[config.mk]
export PLATFORM = sky130hd
export DESIGN_NAME = fctc_pix_queue
export DESIGN_NICKNAME = d
export VERILOG_FILES = /design/src/rtl/core/fctc_pkg.sv /design/src/rtl/core/fctc_pix_queue.sv
export VERILOG_INCLUDE_DIRS = /design/src /design/src/rtl/core
export SDC_FILE = /design/constraint.sdc
export NUM_CORES = 1
export LEC_CHECK = 0
export BUFFER_PORTS_ARGS = -buffer_cell sky130_fd_sc_hd__buf_2
export CORE_MARGIN = 2
export CORE_UTILIZATION = 60
export CTS_CLUSTER_DIAMETER = 150
export CTS_CLUSTER_SIZE = 20
export DETAILED_ROUTE_END_ITERATION = 10
export PLACE_DENSITY_LB_ADDON = 0.3
export SLEW_MARGIN = 40
export SYNTH_ARGS = -nofsm -noshare
export SYNTH_HDL_FRONTEND = slang
export SYNTH_SLANG_ARGS = --single-unit
[constraint.sdc]
create_clock -name clk -period 3.4 [get_ports clk]
set_clock_uncertainty 0.15 [all_clocks]
set_input_delay 0.68 -clock clk [delete_from_list [all_inputs] [get_ports clk]]
set_output_delay 0.68 -clock clk [all_outputs]
set_load 0.01 [all_outputs]
[src/rtl/core/frame_change_tick_counter_core_defines.svh]
// ----------------------------------------------------------------------------
// Assertion macros for the frame change tick counter core
// Concurrent checks that compile away when SYNTH is defined.
// ----------------------------------------------------------------------------
`ifndef FRAME_CHANGE_TICK_COUNTER_CORE_DEFINES_SVH
`define FRAME_CHANGE_TICK_COUNTER_CORE_DEFINES_SVH

`ifndef SYNTH
// check held outside reset
`define FCTC_ASSERT(lbl, clk, rst_n, prop) \
	lbl: assert property (@(posedge clk) disable iff (!rst_n) (prop)) \
	else $error("assertion failed: lbl");
// check held on every edge, reset included
`define FCTC_ASSERT_ALWAYS(lbl, clk, prop) \
	lbl: assert property (@(posedge clk) (prop)) \
	else $error("assertion failed: lbl");
`else
`define FCTC_ASSERT(lbl, clk, rst_n, prop)
`define FCTC_ASSERT_ALWAYS(lbl, clk, prop)
`endif

`endif

[src/rtl/core/fctc_pkg.sv]
// ----------------------------------------------------------------------------
// fctc_pkg
// Shared sizes, register codes and word types of the tick counter core.
// ----------------------------------------------------------------------------
package fctc_pkg;

	localparam int FRAME_SLOTS   = 20;
	localparam int WINDOW_PIXELS = 1024;

	localparam int SLOT_W = (FRAME_SLOTS > 1) ? $clog2(FRAME_SLOTS) : 1;
	localparam int IDX_W  = (WINDOW_PIXELS > 1) ? $clog2(WINDOW_PIXELS) : 1;
	localparam int ADDR_W = $clog2(FRAME_SLOTS * WINDOW_PIXELS);

	localparam int PIX_W = 8;
	localparam int SUM_W = 24;
	localparam int RUN_W = 8;
	localparam int CNT_W = 32;

	// pixel queue between front and back
	localparam int PQ_DEPTH = 4;
	localparam int PQ_PTR_W = $clog2(PQ_DEPTH);
	localparam int PQ_LVL_W = $clog2(PQ_DEPTH + 1);

	// result queue
	localparam int RES_DEPTH = 2;
	localparam int RES_PTR_W = 1;
	localparam int RES_LVL_W = 2;

	// configuration port
	localparam int CFG_ADDR_W = 4;
	localparam int CFG_DATA_W = 32;

	localparam logic [7:0]       THRESHOLD_RST = 8'd40;
	localparam logic [SUM_W-1:0] TRIGGER_RST   = 24'd300;
	localparam logic [RUN_W-1:0] LIMIT_RST     = 8'd7;
	localparam logic             COUNT_UP_RST  = 1'b1;

	typedef enum logic [1:0] {
		REG_PIXEL_THRESHOLD = 2'd0,
		REG_FRAME_TRIGGER   = 2'd1,
		REG_GLITCH_LIMIT    = 2'd2,
		REG_COUNT_UP        = 2'd3
	} reg_idx_t;

	typedef struct packed {
		logic [7:0]       pixel_threshold;
		logic [SUM_W-1:0] frame_trigger;
		logic [RUN_W-1:0] glitch_limit;
		logic             count_up;
	} cfg_t;

	// ring pointers from back to front, with the end-of-frame pulse
	typedef struct packed {
		logic [SLOT_W-1:0] head;
		logic [SLOT_W-1:0] tail;
		logic              frame_done;
	} ring_t;

	typedef struct packed {
		logic [PIX_W-1:0] gray;
		logic [PIX_W-1:0] old;
		logic             cmp;
		logic             last;
	} pix_word_t;

	typedef struct packed {
		logic [CNT_W-1:0] count_value;
		logic [SUM_W-1:0] frame_change;
		logic             stepped;
	} res_word_t;

endpackage

[src/rtl/core/fctc_pix_queue.sv]
// ----------------------------------------------------------------------------
// fctc_pix_queue
// Short first-word-fall-through queue of gray/old pixel pairs.
// ----------------------------------------------------------------------------
`include "frame_change_tick_counter_core_defines.svh"

module fctc_pix_queue import fctc_pkg::*; (
	input  logic                clk,
	input  logic                arst_n,
	input  logic                push,
	input  pix_word_t           wdata,
	input  logic                pop,
	output logic                valid,
	output pix_word_t           rdata,
	output logic [PQ_LVL_W-1:0] level
);

	pix_word_t           slots_q [PQ_DEPTH];
	logic [PQ_PTR_W-1:0] wr_ptr_q;
	logic [PQ_PTR_W-1:0] rd_ptr_q;
	logic [PQ_LVL_W-1:0] cnt_q;
	logic                do_pop;

	assign valid  = (cnt_q != '0);
	assign rdata  = slots_q[rd_ptr_q];
	assign level  = cnt_q;
	assign do_pop = pop && valid;

	always_ff @(posedge clk) begin
		if (push) begin
			slots_q[wr_ptr_q] <= wdata;
		end
	end

	always_ff @(posedge clk or negedge arst_n) begin
		if (!arst_n) begin
			wr_ptr_q <= '0;
			rd_ptr_q <= '0;
			cnt_q    <= '0;
		end else begin
			if (push) begin
				wr_ptr_q <= wr_ptr_q + 1'b1;
			end
			if (do_pop) begin
				rd_ptr_q <= rd_ptr_q + 1'b1;
			end
			cnt_q <= cnt_q + PQ_LVL_W'(push) - PQ_LVL_W'(do_pop);
		end
	end

	// the front's credit check must never let a push land on a full queue
	`FCTC_ASSERT(a_pq_no_overflow, clk, arst_n, push |-> cnt_q < PQ_LVL_W'(PQ_DEPTH))

endmodule

# Yosys cells after proc, flatten, opt, wreduce, memory -nomap -nowiden
# Memories as Yosys holds them, arrays and structs flattened.
# Index checks and enable logic that the tools add are counted.
[op_classes]
add_sub_neg = 4
n_mux = 2
n_reduce_logical = 2
[ops]
columns = ["cell", "count"]
rows = [
  ["$add A2 B1 Y2 const B", 2],
  ["$add A3 B1 Y3", 1],
  ["$reduce_bool A3 Y1", 1],
  ["$sub A3 B1 Y3", 1],
  ["$mux W1", 2],
  ["$logic_and A1 B1 Y1", 1],
]
[word_totals]
register_bits = 7
ramBits = 72
input_bits = 22
output_inout_bits = 22
elab_cells = 12
memories = 1
[memory_table]
columns = ["name", "words", "width", "read_ports", "rd_ports_with_merged_regs", "wr", "line", "rtl"]
rows = [
  ["slots_q", 4, 18, 1, 0, 1, "fctc_pix_queue.sv:18", "pix_word_t slots_q [PQ_DEPTH];"],
]

# Longest topological paths before layout
[depth]
depth_word = 3
depth_mapped = 7
ltp_nobuf = 7

# Worst setup path after synthesis
# Ideal clock, no wire load.
[synth_path]
path_type = "input-to-reg"
start = "input pop"
end = "register cnt_q[2] (netlist: level[2])"
setup_time_ns = 0.123
arrival_ns = 1.890
required_ns = 3.127
path_slack_ns = 1.238
cell_stages = 7
n_path_buf = 0
cell_sequence = "o31a_1 ha_1 inv_1 ha_1 fa_1 xnor2_1 xnor2_1"
[synth_via]
elab_chain_len = 2
[synth_lines]
columns = ["element", "line", "rtl"]
rows = [
  ["from (decl)", "fctc_pix_queue.sv:12", "input logic pop,"],
  ["$logic_and A1 B1 Y1", "fctc_pix_queue.sv:27", "assign do_pop = pop && valid;"],
  ["$sub A3 B1 Y3", "fctc_pix_queue.sv:47", "cnt_q <= cnt_q + PQ_LVL_W'(push) - PQ_LVL_W'(do_pop);"],
  ["to (signal assigned)", "fctc_pix_queue.sv:47", ""],
  ["to (decl)", "fctc_pix_queue.sv:21", "logic [PQ_LVL_W-1:0] cnt_q;"],
]
# No other way between the ends.
# A chain may end at the register's enable or synchronous reset.

==> impl_results.md <==
- Status: complete, no violations
- Finished Core Util: 0.741
- Switching Share: 0.284
- Tmin final: 2.85 ns
- Yosys warnings: 0
- Period utilization: 0.838
- NetSw: 875 uW
- Post-CTS Setup Inserts: 0
- Post-synth EDFFs: 72
- Clk pwr share: 0.263
- Final Hold Fails: 0
- Via Count: 1,383
- Die Span Y: 74.7 um
- N_diodes: 0
- Asr flop ratio synth: 0.0886
- Syn Area/Cell: 23.4 um2
- GRT Util Overall: 0.202
- Max-slew headroom at the worst pin: 0.574
- DIE WIDTH: 74.7 um
- VDD IR max: 566 uV
- Post-CTS Hold Fix Bufs: 0
- CP Class: flop to output port
- First-pass detailed-route iteration total: 4
- RSZ-0062 raised after global routing: no
- Row count: 25
- Layout cells sized above 1: 0.446
- Initial antenna violation count: 0
- Worst Tran Pin Value: 0.639 ns
- Post-Syn Area: 3000 um2
- Number of global-route vias before repair: 1,552
- CTS Buf Count: 9
- Flops & latches, synth: 79
- NumNets Final: 208
- Path type of the worst min-delay path: input port to async pin
- Critical path endpoint category: output port
- Sequential area share after synthesis: 0.780
- Dominant cells by area after synthesis: edfxtp_1 72%, mux4_2 14%, dfrtp_1 5.8%, ha_1 2.5%, xnor2_1 0.88%
- Total global routing overflow: 0
- Max Fclk: 0.351 GHz
- DP HPWL: 2980 um
- Placed cell count: 235
- Clk root buf: clkbuf_8
- Setup TNS: 0 ns
- Tot Pwr: 3080 uW
- Post-synth top flop: edfxtp_1
- Cells after synthesis: 128
- Initial Util: 0.630
- Dominant cell type by area after synthesis: edfxtp_1
- Most common cell in the synthesized netlist: edfxtp_1
- Core area: 4750 um2
- Final setup violation count: 0
- PwrDens: 875 nW/um2
- Terminus of the critical flop-to-flop path: level[2]$_DFF_PN0_
- Die area: 5580 um2
- Logic pwr share: 0.270
- Distinct cells, synth: 17
- Max cap viols: 0
- Worst path arrival time: 2.02 ns
- Final max-slew violation count: 0
- Reg-to-Reg Start: level[1]$_DFF_PN0_
- R2R Setup Slk: 1.20 ns
- Area Overhead vs Synth: 17.6%
- Int Power: 2210 uW
- CP startpoint kind: flop
- Finished Layout Cells: 251
- Clock Latency Late Sink: 0.34 ns
- Sequential share of power: 0.468
- Worst Reg-to-Reg Cells: 7
- P_leak: 0.00127 uW
- Final ANT Viol Nets: 0
- Drt initial violations: 127
- PortBufs: 43
- Clock transition at path regs: 0.08 ns
- Clk buf depth: 2
- H-tree Lvls: 3
- Sink Count: 79
- Final wirelength: 4790 um
- Avg WL per Cell: 19.1 um
- Critical Path RT: 2.57 ns
- Syn Nets: 157
- CTS tree: yes
- Routability cong.: 0.710
- First-pass GRT wire length: 7630 um
- Share of Yosys cell area claimed by the top area cell type: 0.722
- Vias/cell: 5.51
- Remaining design rule violation count: 0
- Top cells by count, synth: 72 x edfxtp_1, 18 x mux4_2, 7 x dfrtp_1, 6 x ha_1, 6 x inv_1
- IO Pins: 44
- CP max FO: 11
- Post-cts sizing count: 0
- Largest net degree at the start of global routing: 20
power groups by stage:
stage,combinational [uW],clock (uW),sequential [uW]
2_1_floorplan,637,0,1370
3_3_place_gp,822,0,1450
3_5_place_dp,849,0,1460
4_1_cts,858,814,1450
5_1_grt,920,853,1470
6_report,832,810,1440
cell usage in the layout (no fill, tap or decap), drive strengths merged, types with 2 or more instances in the layout:
master / netlist / layout
mux4: 18 / 18
buf: 4 / 44
clkinv: 0 / 3
edfxtp: 72 / 72
bufinv: 0 / 3
clkbuf: 0 / 10
ha: 6 / 6
dfrtp: 7 / 7
inv: 6 / 6
and2: 4 / 4
xnor2: 3 / 3
xor2: 2 / 2
cells by family (layout without fill, tap and decap cells):
family | after synthesis | count (layout) | synth area share
compound gates | 3 | 3 | 0.00752
buf+inv | 10 | 66 | 0.0192
simple gates | 6 | 6 | 0.0117
fa+ha+maj | 7 | 7 | 0.0317
mux | 18 | 18 | 0.135
xor+xnor | 5 | 5 | 0.0146
flops | 79 | 79 | 0.780
cell type report:
type | count | area, um2
repair buffers | 44 | 235
flip-flops and latches | 79 | 2340
well taps | 67 | 83.8
fillers | 306 | 1230
inverters | 6 | 22.5
multi-input cells | 39 | 607
clock inverters | 6 | 109
clock buffers | 10 | 128
per-layer routing:
layer | part of all wire | up-vias | global-route usage
met5 | 0 | - | 0
met4 | 0.021 | 0 | 0.0972
met3 | 0.049 | 11 | 0.0656
met2 | 0.51 | 38 | 0.327
met1 | 0.42 | 717 | 0.249
li1 | - | 617 | -
metrics by stage:
stage	hold slack [ns]	area, um2	worst slack, ns
2_1_floorplan	0.234	3000	1.24
3_3_place_gp	0.359	3280	0.928
3_5_place_dp	0.376	3290	0.879
4_1_cts	0.00650	3520	0.502
5_1_grt	0.00260	3520	0.420
6_report	0.00442	3520	0.551
worst max-delay path by stage:
stage,startpoint,to,slack [ns],cells past startpoint
4_1_cts,rd_ptr_q[0]$_DFFE_PN0P_,rdata[13],0.50,3
2_1_floorplan,pop,level[2]$_DFF_PN0_,1.24,7
6_report,rd_ptr_q[0]$_DFFE_PN0P_,rdata[13],0.55,3
3_3_place_gp,rd_ptr_q[0]$_DFFE_PN0P_,rdata[13],0.93,3
3_5_place_dp,rd_ptr_q[0]$_DFFE_PN0P_,rdata[13],0.88,3
5_1_grt,rd_ptr_q[0]$_DFFE_PN0P_,rdata[11],0.42,3
state kept, by name, summed over array words and instances, names as in the netlist:
signal    count
level         3
rd_ptr_q      2
slots_q      72
wr_ptr_q      2
critical path, stage by stage (launching register included):
cell	delay, ns
dfrtp_1	0.76
buf_12	0.24
mux4_2	0.51
buf_2	0.16
Power figures use the tool's default switching activity.
