===== src/rtl/core/frame_change_tick_counter_core_defines.svh =====
// ----------------------------------------------------------------------------
// Assertion macros for the frame change tick counter core
// Concurrent checks that compile away when SYNTH is defined.
// ----------------------------------------------------------------------------
`ifndef FRAME_CHANGE_TICK_COUNTER_CORE_DEFINES_SVH
`define FRAME_CHANGE_TICK_COUNTER_CORE_DEFINES_SVH

`ifndef SYNTH
// check held outside reset
`define FCTC_ASSERT(lbl, clk, rst_n, prop) \
	lbl: assert property (@(posedge clk) disable iff (!rst_n) (prop)) \
	else $error("assertion failed: lbl");
// check held on every edge, reset included
`define FCTC_ASSERT_ALWAYS(lbl, clk, prop) \
	lbl: assert property (@(posedge clk) (prop)) \
	else $error("assertion failed: lbl");
`else
`define FCTC_ASSERT(lbl, clk, rst_n, prop)
`define FCTC_ASSERT_ALWAYS(lbl, clk, prop)
`endif

`endif


===== src/rtl/core/fctc_pkg.sv =====
// ----------------------------------------------------------------------------
// fctc_pkg
// Shared sizes, register codes and word types of the tick counter core.
// ----------------------------------------------------------------------------
package fctc_pkg;

	localparam int FRAME_SLOTS   = 20;
	localparam int WINDOW_PIXELS = 1024;

	localparam int SLOT_W = (FRAME_SLOTS > 1) ? $clog2(FRAME_SLOTS) : 1;
	localparam int IDX_W  = (WINDOW_PIXELS > 1) ? $clog2(WINDOW_PIXELS) : 1;
	localparam int ADDR_W = $clog2(FRAME_SLOTS * WINDOW_PIXELS);

	localparam int PIX_W = 8;
	localparam int SUM_W = 24;
	localparam int RUN_W = 8;
	localparam int CNT_W = 32;

	// pixel queue between front and back
	localparam int PQ_DEPTH = 4;
	localparam int PQ_PTR_W = $clog2(PQ_DEPTH);
	localparam int PQ_LVL_W = $clog2(PQ_DEPTH + 1);

	// result queue
	localparam int RES_DEPTH = 2;
	localparam int RES_PTR_W = 1;
	localparam int RES_LVL_W = 2;

	// configuration port
	localparam int CFG_ADDR_W = 4;
	localparam int CFG_DATA_W = 32;

	localparam logic [7:0]       THRESHOLD_RST = 8'd40;
	localparam logic [SUM_W-1:0] TRIGGER_RST   = 24'd300;
	localparam logic [RUN_W-1:0] LIMIT_RST     = 8'd7;
	localparam logic             COUNT_UP_RST  = 1'b1;

	typedef enum logic [1:0] {
		REG_PIXEL_THRESHOLD = 2'd0,
		REG_FRAME_TRIGGER   = 2'd1,
		REG_GLITCH_LIMIT    = 2'd2,
		REG_COUNT_UP        = 2'd3
	} reg_idx_t;

	typedef struct packed {
		logic [7:0]       pixel_threshold;
		logic [SUM_W-1:0] frame_trigger;
		logic [RUN_W-1:0] glitch_limit;
		logic             count_up;
	} cfg_t;

	// ring pointers from back to front, with the end-of-frame pulse
	typedef struct packed {
		logic [SLOT_W-1:0] head;
		logic [SLOT_W-1:0] tail;
		logic              frame_done;
	} ring_t;

	typedef struct packed {
		logic [PIX_W-1:0] gray;
		logic [PIX_W-1:0] old;
		logic             cmp;
		logic             last;
	} pix_word_t;

	typedef struct packed {
		logic [CNT_W-1:0] count_value;
		logic [SUM_W-1:0] frame_change;
		logic             stepped;
	} res_word_t;

endpackage


===== src/rtl/core/fctc_back.sv =====
// ----------------------------------------------------------------------------
// fctc_back
// Sums pixel changes, judges each frame, moves the ring, queues results.
// ----------------------------------------------------------------------------
`include "frame_change_tick_counter_core_defines.svh"

module fctc_back import fctc_pkg::*; (
	input  logic      clk,
	input  logic      arst_n,
	input  cfg_t      cfg,
	input  logic      pq_valid,
	input  pix_word_t pq_rdata,
	output logic      pq_pop,
	output ring_t     ring,
	output logic      res_empty,
	input  logic      res_pop,
	output res_word_t res_word
);

	function automatic logic [SLOT_W-1:0] slot_next(input logic [SLOT_W-1:0] s);
		return (s == SLOT_W'(FRAME_SLOTS - 1)) ? '0 : s + 1'b1;
	endfunction

	function automatic logic [SLOT_W-1:0] slot_prev(input logic [SLOT_W-1:0] s);
		return (s == '0) ? SLOT_W'(FRAME_SLOTS - 1) : s - 1'b1;
	endfunction

	logic [SUM_W-1:0]     sum_q;
	logic [SLOT_W-1:0]    head_q;
	logic [SLOT_W-1:0]    tail_q;
	logic [RUN_W-1:0]     run_q;
	logic [CNT_W-1:0]     tick_q;

	logic                 judge_s2;
	logic [SUM_W-1:0]     fsum_s2;

	res_word_t            res_q [RES_DEPTH];
	logic [RES_PTR_W-1:0] res_wr_q;
	logic [RES_PTR_W-1:0] res_rd_q;
	logic [RES_LVL_W-1:0] res_cnt_q;

	logic                 res_room;
	logic [PIX_W-1:0]     diff;
	logic                 hit;
	logic [SUM_W:0]       sum_add;
	logic [SUM_W-1:0]     sum_new;

	logic                 over;
	logic [RUN_W-1:0]     run_inc;
	logic                 step_now;
	logic [SLOT_W-1:0]    tail_new;
	logic [RUN_W-1:0]     run_new;
	logic [CNT_W-1:0]     tick_new;
	logic                 res_do_pop;

	// pixel stage
	assign res_room = (res_cnt_q + RES_LVL_W'(judge_s2)) < RES_LVL_W'(RES_DEPTH);
	assign pq_pop   = pq_valid && (!pq_rdata.last || res_room);
	assign diff     = (pq_rdata.old > pq_rdata.gray) ? pq_rdata.old - pq_rdata.gray
	                                                 : pq_rdata.gray - pq_rdata.old;
	assign hit      = pq_rdata.cmp && (diff > cfg.pixel_threshold);
	assign sum_add  = {1'b0, sum_q} + (SUM_W + 1)'(diff);
	assign sum_new  = !hit ? sum_q : (sum_add[SUM_W] ? '1 : sum_add[SUM_W-1:0]);

	// frame judgment
	always_comb begin
		over     = (fsum_s2 > cfg.frame_trigger);
		run_inc  = run_q + 1'b1;
		step_now = over && (run_inc == cfg.glitch_limit);
		tick_new = tick_q;
		if (over) begin
			if (step_now) begin
				tick_new = cfg.count_up ? tick_q + 1'b1 : tick_q - 1'b1;
				run_new  = '0;
				tail_new = head_q;
			end else begin
				run_new  = run_inc;
				// advance then step back
				tail_new = (tail_q != head_q) ? tail_q : slot_prev(tail_q);
			end
		end else begin
			run_new = '0;
			if (run_q != '0) begin
				tail_new = head_q;
			end else begin
				tail_new = (tail_q != head_q) ? slot_next(tail_q) : tail_q;
			end
		end
	end

	always_ff @(posedge clk) begin
		if (pq_pop && pq_rdata.last) begin
			fsum_s2 <= sum_new;
		end
		if (judge_s2) begin
			res_q[res_wr_q] <= '{count_value: tick_new, frame_change: fsum_s2,
			                     stepped: step_now};
		end
	end

	assign res_do_pop = res_pop && (res_cnt_q != '0);

	always_ff @(posedge clk or negedge arst_n) begin
		if (!arst_n) begin
			sum_q     <= '0;
			judge_s2  <= 1'b0;
			head_q    <= '0;
			tail_q    <= '0;
			run_q     <= '0;
			tick_q    <= '0;
			res_wr_q  <= '0;
			res_rd_q  <= '0;
			res_cnt_q <= '0;
		end else begin
			if (pq_pop) begin
				sum_q <= pq_rdata.last ? '0 : sum_new;
			end
			judge_s2 <= pq_pop && pq_rdata.last;
			if (judge_s2) begin
				head_q   <= slot_next(head_q);
				tail_q   <= tail_new;
				run_q    <= run_new;
				tick_q   <= tick_new;
				res_wr_q <= res_wr_q + 1'b1;
			end
			if (res_do_pop) begin
				res_rd_q <= res_rd_q + 1'b1;
			end
			res_cnt_q <= res_cnt_q + RES_LVL_W'(judge_s2) - RES_LVL_W'(res_do_pop);
		end
	end

	assign ring.head       = head_q;
	assign ring.tail       = tail_q;
	assign ring.frame_done = judge_s2;
	assign res_empty       = (res_cnt_q == '0);
	assign res_word        = res_q[res_rd_q];

	`FCTC_ASSERT_ALWAYS(a_res_bounded, clk, !arst_n || (res_cnt_q <= RES_LVL_W'(RES_DEPTH)))
	`FCTC_ASSERT(a_judge_has_room, clk, arst_n, judge_s2 |-> res_cnt_q < RES_LVL_W'(RES_DEPTH))
	`FCTC_ASSERT(a_step_opens_ring, clk, arst_n, judge_s2 && step_now |=> tail_q != head_q)

endmodule

===== config.mk =====
export PLATFORM = sky130hd
export DESIGN_NAME = fctc_back
export DESIGN_NICKNAME = d
export VERILOG_FILES = /design/src/rtl/core/fctc_pkg.sv /design/src/rtl/core/fctc_back.sv
export VERILOG_INCLUDE_DIRS = /design/src /design/src/rtl/core
export SDC_FILE = /design/constraint.sdc
export NUM_CORES = 1
export LEC_CHECK = 0
export ABC_CLOCK_PERIOD_IN_PS = 5600
export BUFFER_PORTS_ARGS = -buffer_cell sky130_fd_sc_hd__buf_2
export CAP_MARGIN = 10
export CORE_MARGIN = 3
export CORE_UTILIZATION = 35
export DETAILED_ROUTE_END_ITERATION = 8
export PLACE_DENSITY_LB_ADDON = 0.2
export SETUP_SLACK_MARGIN = 0.02
export SYNTH_ARGS = -nofsm -noshare
export SYNTH_HDL_FRONTEND = slang
export SYNTH_SLANG_ARGS = --single-unit

===== constraint.sdc =====
create_clock -name clk -period 5.6 [get_ports clk]
set_input_delay 0.28 -clock clk [delete_from_list [all_inputs] [get_ports clk]]
set_output_delay 0.28 -clock clk [all_outputs]
set_load 0.01 [all_outputs]

* Word-level counts from Yosys, hierarchy flattened
Memories as Yosys holds them, arrays and structs flattened.
Index checks and enable logic that the tools add are counted.
** Operators by class
- Add/sub/neg operators :: 13
- Multipliers :: 0
- Divide/modulo/power cells :: 0
- Magnitude comparators :: 4
- Eq/ne operators :: 5
- Shift-type cells :: 0
- Muxes and demuxes :: 19
- Bitwise gates (word level) :: 0
- Reduce and logical (&&, ||, !) cells :: 13
** Operators with widths (number)
- $mux W32 :: 3
- $mux W24 :: 3
- $mux W5 :: 8
- $add A32 B1 Y32 const B :: 1
- $sub A32 B1 Y32 const B :: 1
- $add A24 B8 Y25 :: 1
- $gt A24 B24 Y1 :: 1
- $mux W8 :: 3
- $gt A8 B8 Y1 :: 2
- $sub A8 B8 Y8 :: 2
- $add A5 B1 Y5 const B :: 2
- $eq A5 B5 Y1 const B :: 2
- $add A8 B1 Y8 const B :: 1
- $eq A8 B8 Y1 :: 1
- $reduce_bool A8 Y1 :: 1
- $logic_and A1 B1 Y1 :: 5
- $logic_not A5 Y1 :: 1
- $ne A5 B5 Y1 :: 1
- $sub A5 B1 Y5 const B :: 1
- $ne A3 B3 Y1 const B :: 1
- $reduce_and A3 Y1 :: 1
- $reduce_bool A3 Y1 :: 1
- $add A1 B1 Y1 const B :: 2
- $add A2 B1 Y2 :: 1
- other kinds (7) :: 8
** Word-level totals
- Register bits :: 103
- Bits in latches :: 0
- Memory bits (writable) :: 114
- ROM bits :: 0
- Bits of input ports :: 63
- Output and inout bits :: 70
- Logic and storage cells :: 65
- Memories :: 1
** Memories
- res_q :: depth 2, bits a word 57, read ports 1, clocked after memory_dff 0, write ports 1, line fctc_back.sv:37 : res_word_t res_q [RES_DEPTH];

* Longest topological paths before layout
- Depth in word-level cells :: 6
- Gate-level depth with buffers :: 22
- Gate-level depth less buffers :: 20

* Worst setup path after synthesis
OpenSTA, ideal clock, no wires.
- Path type :: input-to-reg
- Start :: input port pq_rdata[6] in the netlist's numbering
- End :: register fsum_s2[4], data pin
- Library setup time :: 0.274 ns
- Arrival :: 4.557 ns
- Data required time :: 5.326 ns
- Setup slack :: 0.769 ns
- Stages :: 19
- Buffers on the path :: 3
- Cell sequence :: inv_1 -> ha_1 -> clkbuf_1 -> nand3_1 -> or2_2 -> a211oi_2 -> mux2i_1 -> a21boi_0 -> o21ai_0 -> a21oi_1 -> xnor2_1 -> ha_1 -> or2_2 -> a211oi_1 -> a21oi_1 -> nand3_1 -> clkbuf_1 -> buf_1 -> nand3_1
** On the way
- Cells in the longest elaborated chain, start to end :: 5
- Elaborated cells on any way between the ends :: 9
- Those cells by class :: 3 x add/sub; 2 x order compare; 3 x mux; 1 x reduce/logical
** RTL lines
- from (decl) :: line fctc_back.sv:12 : input pix_word_t pq_rdata,
- $sub A8 B8 Y8 (tied with other cells) :: line fctc_back.sv:60 : : pq_rdata.gray - pq_rdata.old;
- $mux W8 * :: line fctc_back.sv:59 : assign diff = (pq_rdata.old > pq_rdata.gray) ? pq_rdata.old - pq_rdata.gray
- $add A24 B8 Y25 or $gt A8 B8 Y1 (tied branches) :: line fctc_back.sv:62, fctc_back.sv:61
- $mux W24 or $logic_and A1 B1 Y1 (tied branches) :: line fctc_back.sv:63, fctc_back.sv:61
- $mux W24 * :: line fctc_back.sv:63 : assign sum_new = !hit ? sum_q : (sum_add[SUM_W] ? '1 : sum_add[SUM_W-1:0]);
- net sum_new[4] :: line fctc_back.sv:46 : logic [SUM_W-1:0] sum_new;
- to (signal assigned) :: line fctc_back.sv:93 : fsum_s2 <= sum_new;
- to (decl) :: line fctc_back.sv:35 : logic [SUM_W-1:0] fsum_s2;
The timed path passes the listed nets; every way through them passes the cells marked *.
A chain may end at the register's enable or synchronous reset.

* Worst setup path in the final report
- Start :: input port pq_rdata[2] in the netlist's numbering
- End :: register sum_q[17]
** On the way
- Cells in the longest elaborated chain, start to end :: 6
- Elaborated cells on any way between the ends :: 10
- Those cells by class :: 3 x add/sub; 2 x order compare; 4 x mux; 1 x reduce/logical
** RTL lines
- $sub A8 B8 Y8 (tied with other cells) :: line fctc_back.sv:60
- $mux W8 * :: line fctc_back.sv:59
- $add A24 B8 Y25 or $gt A8 B8 Y1 (tied branches) :: line fctc_back.sv:62, fctc_back.sv:61
- $mux W24 or $logic_and A1 B1 Y1 (tied branches) :: line fctc_back.sv:63, fctc_back.sv:61
- $mux W24 * :: line fctc_back.sv:63
- $mux W24 * :: line fctc_back.sv:116 : sum_q <= pq_rdata.last ? '0 : sum_new;
- to (signal assigned) :: line fctc_back.sv:116
- to (decl) :: line fctc_back.sv:28 : logic [SUM_W-1:0] sum_q;
Mark *: on every way between the ends. The rest lies on a longest branch, timed or not.

==> metrics.md <==
| Metric | Value |
|---|---|
| Post-synthesis mux area share | `8.78%` |
| PortBufs | `roughly 130` |
| Post-detail-place hpwl | `roughly 23,000 µm` |
| Slew margin rel. | `between 20% and 30%` |
| Pleak | `0.00661 µW` |
| Die ar. | `about 0.040 mm²` |
| Clk_skew | `approximately 14 ps` |
| CTS buffer count | `26` |
| Hold path startpoint | `pq_valid` |
| RSZ-0062 raised after global routing | `no` |
| Reg2Reg Setup Slack | `1690 ps` |
| Slowest CP cell | `nand3_1` |
| Ports | `~130` |
| Status | `finished, final reports clean` |
| Global-route wire length before repair | `roughly 52,000 µm` |
| Post-Synth Adder-Cell Area | `9.33%` |
| Syn nets | `1,402` |
| Startpoint class of the critical path | `input pin` |
| Max layer used | `met5` |
| Minimum clock period | `4520 ps` |
| Starting density of the core | `between 30% and 40%` |
| Setup TNS | `0 ps` |
| EDFF count, synth | `between 100 and 150` |
| Die Span Y | `~200 µm` |
| Final Util | `between 40 and 50%` |
| CP cell instances | `buf_2 -> inv_1 -> ha_1 -> inv_1 -> fa_1 -> a21oi_1 -> or2_2 -> a211oi_2 -> buf_4 -> mux2i_1 -> a21boi_0 -> o21ai_0 -> a21oi_1 -> xnor2_1 -> ha_1 -> or2_2 -> a211oi_1 -> a21oi_1 -> nand3_1 -> buf_4 -> a41o_1 -> a21oi_1` |
| TritonCTS clock tree | `done` |
| Critical Path End Type | `register` |
| GR Overflow Total | `0` |
| Antenna viol nets, final | `0` |
| Peak Freq | `roughly 0.22 GHz` |
| Initial antenna violation count | `2` |
| TritonRoute pass-1 iters | `5` |
| Vias in the first global route | `between 9,000 and 10,000` |
| Total routed wirelength | `approximately 32,000 µm` |
| Synthesized instance count | `approximately 1,200` |
| Layout cells sized above 1 | `a little over a fifth` |
| Ys Warns | `0` |
| Met2 WL | `~16,000 µm` |
| Ant. Diodes | `0` |
| Design Power | `just under 6000 µW` |
| Final setup fails | `0` |
| DR WL met3 | `1350 µm` |
| Synth Area in XOR/XNOR | `4.51%` |
| Hold path cells | `3` |
| Worst reg2reg path endpoint | `res_q[0][50]$_DFFE_PP_` |
| Synth cell types | `76` |
| Hold Path Class | `in -> reg` |
| Primary FF master, synth | `edfxtp_1` |
| Clock Latency Late Sink | `approximately 520 ps` |
| Most frequent CP cell | `a21oi_1` |
| Syn_area_per_cell | `between 10 and 15 µm²` |
| Root Driver | `clkbuf_16` |
| Synth Cell Area | `about 0.013 mm²` |
| Gpl congestion | `0.837` |
| Synth-to-layout area growth | `15.7%` |
| Worst-margin pin slew | `approximately 1100 ps` |
| Maxcap violations | `0` |
| Cell count of the worst reg-to-reg path | `8` |
| WL/cell | `~17 µm` |
| Chip Width | `200 µm` |
| CP max FO | `15` |
| Final hold vios | `0` |
| Synth Register Bits | `~220` |
| Simple-Gate Fraction of Synth Area | `approximately an eighth` |
| WP buf/inv | `5` |
| Nets | `1,522` |
| Critical Path Start | `pq_rdata[2]` |
| Crit Path Class | `in -> reg` |
| Compound-Gate Fraction of Synth Area | `15.0%` |
| Clock-pin transition on the worst setup and hold timing paths | `roughly 60 ps` |
| Period utilization | `80.8%` |
| H-tree Lvls | `1` |
| Critical Path RT | `between 6000 and 7000 ps` |
| CP max stage delay | `620 ps` |
| Residual DRC | `0` |
| Top delay family on crit path | `compound AO/OA/AOI/OAI gates` |
| Main combinational cell family by area after synthesis | `compound AO/OA/AOI/OAI gates` |
| Dpl cell area | `approximately 0.014 mm²` |
| Crit path depth | `22` |
| Design area | `between 0.015 and 0.02 mm²` |
| CP arrival | `4970 ps` |
| Pin count of the biggest net entering global routing | `58` |
| Clk buf depth | `3` |
| Fraction of registers with async set/reset | `36.4%` |
| Register area share after synthesis | `a little under half` |
| Vias post-DR | `9,729` |
| CTS sink count | `roughly 220` |
| Slew Limit Fails | `0` |
| Worst IR Drop VDD | `0.191 mV` |
| R2r startpoint | `fsum_s2[23]$_DFFE_PP_` |
| Tot GR Track Use | `between 10% and 20%` |
| Hold_ws | `123 ps` |
| Rows | `70` |
| DR vias/cell | `slightly above 5` |
| Pwr dens | `between 300 and 400 mW/mm²` |
| DRT iter0 DRCs | `508` |
| Cts repair resizes | `0` |
| Core Area | `0.0369 mm²` |
| WL met1 | `between 10,000 and 15,000 µm` |
| Hold Path Sink | `sum_q[12]$_DFFE_PN0P_` |
layout make-up:
class | instances | area (µm²)
timing repair buffer | 146 | 771
clock buffer | 32 | 714
clock inverter | 16 | 180
fill | 3639 | 21600
multi-input combinational | 888 | 6530
tap | 504 | 631
inverter | 84 | 315
sequential | 217 | 6120
layer usage:
metal,up-vias,track usage (%)
met5,-,0
met2,208,27.5
li1,4817,-
met1,4648,20.1
met4,4,4.14
met3,52,2.52
where the power goes:
| group | total (µW) | internal (µW) | switching (µW) | leakage (µW) |
|---|---|---|---|---|
| clock | 1740 | 1090 | 660 | 0.000439 |
| sequential | 2220 | 1980 | 234 | 0.00236 |
| combinational | 1890 | 821 | 1070 | 0.00381 |
cell usage in the layout (no fill, tap or decap), types with 5 or more instances in the layout:
| cell | n |
|---|---|
| a31oi_1 | 13 |
| buf_4 | 14 |
| dfrtp_1 | 78 |
| ha_1 | 92 |
| nand3_1 | 39 |
| mux2_2 | 77 |
| and2_1 | 6 |
| nor2_1 | 45 |
| xor2_1 | 29 |
| nor4_1 | 10 |
| o21ai_1 | 24 |
| clkinv_2 | 5 |
| o31ai_1 | 8 |
| o21a_1 | 14 |
| clkinv_1 | 5 |
| nor2b_1 | 10 |
| clkbuf_16 | 27 |
| a21o_1 | 24 |
| or4_1 | 6 |
| nand2_1 | 120 |
| buf_2 | 131 |
| or2_2 | 6 |
| mux2i_1 | 10 |
| inv_1 | 82 |
| and3_1 | 13 |
| a21oi_1 | 71 |
| xnor2_1 | 39 |
| edfxtp_1 | 138 |
| mux2_1 | 17 |
| a211oi_1 | 14 |
| nor3_1 | 22 |
| nand4_1 | 14 |
| o21ai_0 | 65 |
| a22o_1 | 7 |
| nand2b_1 | 7 |
| o21bai_1 | 6 |
flip-flops by register name, summed over array words and instances, names as in the netlist:
signal and flops:
res_cnt_q 2, run_q 8, sum_q 24, res_rd_q 1, res_wr_q 1, judge_s2 1, tick_q 32, fsum_s2 24
head_q 5, res_q 114, tail_q 5
cells by family (layout without fill, tap and decap cells):
kind of cell | Yosys count | in the layout
compound gates | 302 | 302
flops | 217 | 217
fa+ha+maj | 96 | 96
simple gates | 318 | 318
xor+xnor | 68 | 68
mux | 104 | 104
buf+inv | 138 | 278
tightest hold or removal path: stages:
cell and delay, ps:
buf_2 120, a21oi_1 130, o31ai_1 80
synthesized netlist by cell type, types with 4 or more instances:
master | n | area, µm²
mux2_2 | 77 | 867
nor2b_1 | 10 | 62.6
ha_1 | 92 | 1150
and3_1 | 13 | 81.3
o31ai_1 | 8 | 60.1
o21a_1 | 14 | 105
xor2_1 | 29 | 254
o21bai_1 | 6 | 45.0
nand2_1 | 120 | 450
buf_2 | 6 | 30.0
mux2i_1 | 10 | 100
nor4_1 | 10 | 62.6
inv_1 | 82 | 308
and4_1 | 4 | 35.0
nor3_1 | 22 | 110
a211oi_1 | 14 | 105
a31o_2 | 4 | 35.0
fa_1 | 4 | 80.1
mux2_1 | 17 | 191
nor2_1 | 46 | 173
dfrtp_1 | 79 | 1980
a31oi_1 | 13 | 81.3
or2_2 | 6 | 37.5
a21oi_1 | 71 | 355
o21ai_0 | 65 | 325
nand4_1 | 14 | 87.6
nand2b_1 | 7 | 43.8
a22o_1 | 7 | 61.3
buf_4 | 5 | 37.5
nand3_1 | 39 | 195
o21ai_1 | 24 | 120
clkbuf_1 | 34 | 128
buf_1 | 8 | 30.0
xnor2_1 | 39 | 342
or4_1 | 6 | 45.0
a21o_1 | 24 | 180
a21boi_0 | 4 | 30.0
and2_1 | 7 | 43.8
edfxtp_1 | 138 | 4140
o211ai_1 | 4 | 30.0
worst max path at each step:
stage                             to  slack [ps]
6_report       sum_q[17]$_DFFE_PN0P_        1080
5_1_grt        sum_q[17]$_DFFE_PN0P_         660
4_1_cts        sum_q[17]$_DFFE_PN0P_        1110
3_5_place_dp   sum_q[17]$_DFFE_PN0P_         580
3_3_place_gp    fsum_s2[1]$_DFFE_PP_         690
2_1_floorplan   fsum_s2[4]$_DFFE_PP_         770
metrics by stage:
stage	std cells	worst slack, ps
finish	1887	1080
global placement	1838	693
detailed placement	1838	576
global route	1887	663
floorplan	1243	769
CTS	1887	1110
repair_timing:
action,in CTS,in global routing
endpoints found under the hold margin,32,0
hold buffers,1,0
setup buffers,0,0
endpoints found under the setup margin,0,0
No activity file was read; power rests on OpenSTA's default activity.
